## config.mk

```make
export PLATFORM = sky130hd
export DESIGN_NAME = twpd_div
export DESIGN_NICKNAME = d
export VERILOG_FILES = /design/src/design/twpd_pkg.sv /design/src/design/twpd_div.sv
export SDC_FILE = /design/constraint.sdc
export NUM_CORES = 1
export LEC_CHECK = 0
export BUFFER_PORTS_ARGS = -buffer_cell sky130_fd_sc_hd__buf_2
export CORE_MARGIN = 3
export CORE_UTILIZATION = 45
export DETAILED_ROUTE_END_ITERATION = 10
export GPL_ROUTABILITY_DRIVEN = 0
export HOLD_SLACK_MARGIN = 0.08
export PLACE_DENSITY = 0.78
export RECOVER_POWER = 50
export SYNTH_ARGS = -nofsm -noshare
export SYNTH_HDL_FRONTEND = slang
export SYNTH_SLANG_ARGS = --single-unit
```

## constraint.sdc

```tcl
create_clock -name clk -period 4.39 [get_ports clk]
set_clock_uncertainty 0.2 [all_clocks]
set_input_delay 0.6585 -clock clk [delete_from_list [all_inputs] [get_ports clk]]
set_output_delay 0.6585 -clock clk [all_outputs]
set_load 0.01 [all_outputs]
```

## src/design/twpd_pkg.sv

```systemverilog
// ----------------------------------------------------------------------------
// twpd_pkg: shared constants of the three window peak detector
// Field widths, internal sum widths and parameter defaults.
// ----------------------------------------------------------------------------
package twpd_pkg;
  localparam int SAMPLE_W       = 32;
  localparam int CENTER_W       = 32;
  localparam int HEIGHT_W       = 40;
  localparam int SUM_W          = 40;
  localparam int DET_W          = 42;
  localparam int HSUM_W         = 64;
  localparam int WIN_CFG_W      = 7;
  localparam int WIN_RESET      = 10;
  localparam int DEF_MAX_WINDOW = 64;
  localparam int DEF_MAX_BINS   = 65536;
endpackage

```

## src/design/twpd_div.sv

```systemverilog
// ----------------------------------------------------------------------------
// twpd_div: restoring divider
// Unsigned HSUM_W by DIV_W bit division, one quotient bit per cycle.
// ----------------------------------------------------------------------------
module twpd_div
  import twpd_pkg::*;
#(
  parameter int DIV_W = 17
) (
  input  logic              clk,
  input  logic              rst_n,
  input  logic              start,
  input  logic [HSUM_W-1:0] dividend,
  input  logic [DIV_W-1:0]  divisor,
  output logic              done,
  output logic [HSUM_W-1:0] quotient
);
  localparam int CNT_W = $clog2(HSUM_W);

  logic              busy_r;
  logic              done_r;
  logic [CNT_W-1:0]  cnt_r;
  logic [HSUM_W-1:0] quo_r;
  logic [DIV_W-1:0]  rem_r;
  logic [DIV_W-1:0]  dvs_r;
  logic [DIV_W:0]    trial;
  logic              fits;

  // trial subtract of the shifted remainder
  assign trial = {rem_r, quo_r[HSUM_W-1]};
  assign fits  = trial >= {1'b0, dvs_r};

  always_ff @(posedge clk) begin
    if (!rst_n) begin
      busy_r <= 1'b0;
      done_r <= 1'b0;
      cnt_r  <= '0;
    end else begin
      done_r <= 1'b0;
      if (start) begin
        busy_r <= 1'b1;
        cnt_r  <= '0;
        quo_r  <= dividend;
        rem_r  <= '0;
        dvs_r  <= divisor;
      end else if (busy_r) begin
        // advance one quotient bit
        quo_r <= {quo_r[HSUM_W-2:0], fits};
        rem_r <= fits ? DIV_W'(trial - {1'b0, dvs_r}) : trial[DIV_W-1:0];
        cnt_r <= cnt_r + 1'b1;
        if (cnt_r == CNT_W'(HSUM_W - 1)) begin
          busy_r <= 1'b0;
          done_r <= 1'b1;
        end
      end
    end
  end

  assign done     = done_r;
  assign quotient = quo_r;
endmodule

```

==> impl_metrics.ini <==
[cts]
cts_tree = done
htree_levels = 3
clk_pin_slew_worst_paths_ps = 80
worst_skew_pair.late_latency_ps = 350
post_cts_buffers = 0
root_buffer = clkbuf_16
cts_buffers = 9
postCtsHoldBufs = 0
cts_sinks = 106
cts_resized = 0
clockBufferDepth = 2

[layout]
nets = 645
stdcell_area_sq_um = 6410
antenna_cells = 0
area_growth_pct = 20.4
drive_above_1_share_pct = 32.4
num-fill-cells = 1002

[floorplan]
rows = 39
fp.coreArea_sq_um = 11500
ios = 149
die_w_um = 115
dieArea_sq_um = 13200
die-height_um = 115
floorplan.initialDensity_pct = 46.3

[sta]
timing.final.crit_share_pct = 76.5
finalSetupTns_ps = 0
fmax_mhz = 298
rsz0062_at_grt = no
setup_viol = 0
maxSlewViolCount = 35
relSlewSlack_pct = -20.2
finalHoldViolCount = 0
finalCriticalPeriod_ps = 3360
max_slew.worst_pin.slew_ps = 1800

[synthesis]
ys_async_sr_fraction_pct = 0
syn-cell-area_sq_um = 5330
syn_inst = 397
yosys_warnings = 0
synth_top_area_cell = edfxtp_1
yosys-top-cells-area = edfxtp_1, mux2_2, ha_1
yosys.cell_count.top_type = edfxtp_1
ys_ff_latch = 106
synth_edf_count = 98
synth.avg_cell_area_sq_um = 13.4
synthTopCellsByCount = edfxtp_1, mux2_2, inv_1
synth_cell_types = 58
synth-main-ff-cell = edfxtp_1
ys_seq_area_share_pct = 58.2
yosys.area.top_type_share_pct = 55.2
synth_nets = 500

[drt]
num_vias = 3872
wl_um = 12300
avgRoutedWirePerCell_um = 17.9
drt-initial-drc-count = 172
drc = 0
dr.pass1.iters = 4
drtAntennaViolNets = 0
vias_per_cell = 5.61

[outcome]
violations = max-capacitance violations, max-slew violations
status = finished with violations

[power_and_ir_drop]
p_seq_share_pct = 48.3
intPower_w = 0.00186
peakVddDrop_uv = 292
p_clk_share_pct = 33.2
powerDensity_nw_per_um2 = 398
swShare_pct = 27.3
combPwrFrac_pct = 18.5
cellLeakagePower_nw = 2.43
p_switching_w = 0.000698

[worst_setup_path]
worstSetupStartpoint = start
worstRegToRegCells = 10
slowest_delay_ps = 1330
crit_slowest_cell = clkbuf_1
crit_path_cell_trace = clkbuf_1 > clkbuf_1 > buf_4 > mux2_2
worst-path-max-fanout = 47
crit_path_frequent_cell = clkbuf_1
timing.rr.end = quotient[0]
crit_end = quotient[51]
r2r-start = quotient[63]
cp_data_required_time_ps = 4290
path_class = in -> reg
cp-end-kind = flip-flop
critPathArrivalTime_ps = 3260
r2r_slack_ps = 1090
startpoint_type = primary input

[global_routing]
antenna_found_initial = 2
grt_pass1_vias = 3983
grt_start_max_net_pins = 50
grt_pass1_wl_um = 19500
grt_overflow = 0
track_usage_pct = 19.0

[placed_design]
dp_hpwl_um = 8820
placed_area_sq_um = 6190
portBuffers = 148

[worst_hold_path]
hold_path_class = in -> reg

[flow_run]
cap_violations = 1
[cell usage in the layout, fill, tap and decap left out, types with 3 or more instances in the layout]
cell,netlist,final
edfxtp_1,98,98
nand3_1,13,13
and3_1,3,3
xnor2_1,5,5
a31oi_1,4,4
buf_2,5,82
nand4_1,6,6
clkbuf_1,8,67
clkbuf_16,0,9
ha_1,18,18
dfxtp_1,8,8
a211oi_1,4,4
mux2_2,64,62
nor3_1,7,7
nor2_1,12,12
a21oi_1,23,23
o21a_1,3,3
o21ai_0,15,15
nand2_1,16,16
buf_4,0,4
xor2_1,6,6
inv_1,24,23
a31o_2,3,3
[cell families (layout without fill, tap and decap cells)]
kind of cell               Yosys count  after routing  synth area share, %
muxes                               65             65                 13.7
adders and majority gates           19             19                 4.60
and+or+nand+nor                     71             71                 6.79
buffers and inverters               43            193                 3.57
DFF                                106            106                 58.2
AOI/OAI and AO/OA                   82             82                 11.3
xor gates and xnor gates            11             11                 1.81
[worst max-delay path: cells and delay by family]
kind | cells | cell delay (ps)
mux | 1 | 400
buf+inv | 3 | 2160
[sequential cells by signal, indices dropped and copies added (netlist names)]
register,cells
rem_r,17
cnt_r,6
busy_r,1
dvs_r,17
quotient,64
done,1
[cell type report]
| type | count | area [sq um] | share of cell area (%) |
|---|---|---|---|
| sequential | 106 | 3100 | 48.4 |
| multi-input combinational | 248 | 2030 | 31.7 |
| timing repair buffer | 153 | 692 | 10.8 |
| clock buffer | 9 | 225 | 3.51 |
| tap | 143 | 179 | 2.79 |
| inverter | 24 | 91.3 | 1.42 |
| clock inverter | 7 | 87.6 | 1.37 |
[stage by stage]
step	hold slack, ps	power [W]	util (%)	std cells	worst slack [ps]
finish	281	0.00255	55.7	690	1030
global route	266	0.00266	55.7	690	822
CTS	261	0.00258	56.4	690	1110
detailed placement	289	0.00173	53.7	674	1130
global placement	269	0.00171	53.7	674	1220
floorplan	254	0.00158	-	397	833
[power groups by stage]
stage	clock network, W	logic (W)	registers [W]
CTS	0.000866	0.000481	0.00123
global route	0.000897	0.000521	0.00124
global placement	0	0.000462	0.00125
floorplan	0	0.000317	0.00127
finish	0.000848	0.000473	0.00123
detailed placement	0	0.000478	0.00125
[worst min-delay path by stage]
stage / cells past startpoint / from / endpoint
2_1_floorplan: 2 / cnt_r[5] / cnt_r[5]
3_3_place_gp: 2 / cnt_r[5] / cnt_r[5]
3_5_place_dp: 2 / cnt_r[5] / cnt_r[5]
4_1_cts: 1 / divisor[10] / dvs_r[10]
5_1_grt: 1 / divisor[3] / dvs_r[3]
6_report: 1 / divisor[10] / dvs_r[10]
[per-layer routing]
| metal | GRT usage (%) | part of all wire (%) | vias up |
|---|---|---|---|
| li1 | - | - | 1812 |
| met1 | 21.6 | 39 | 1865 |
| met2 | 32.2 | 49 | 163 |
| met3 | 8.16 | 9.5 | 28 |
| met4 | 6.57 | 2.4 | 4 |
| met5 | 0 | 0.18 | - |
Note: power is estimated with default switching activity, not from simulation.
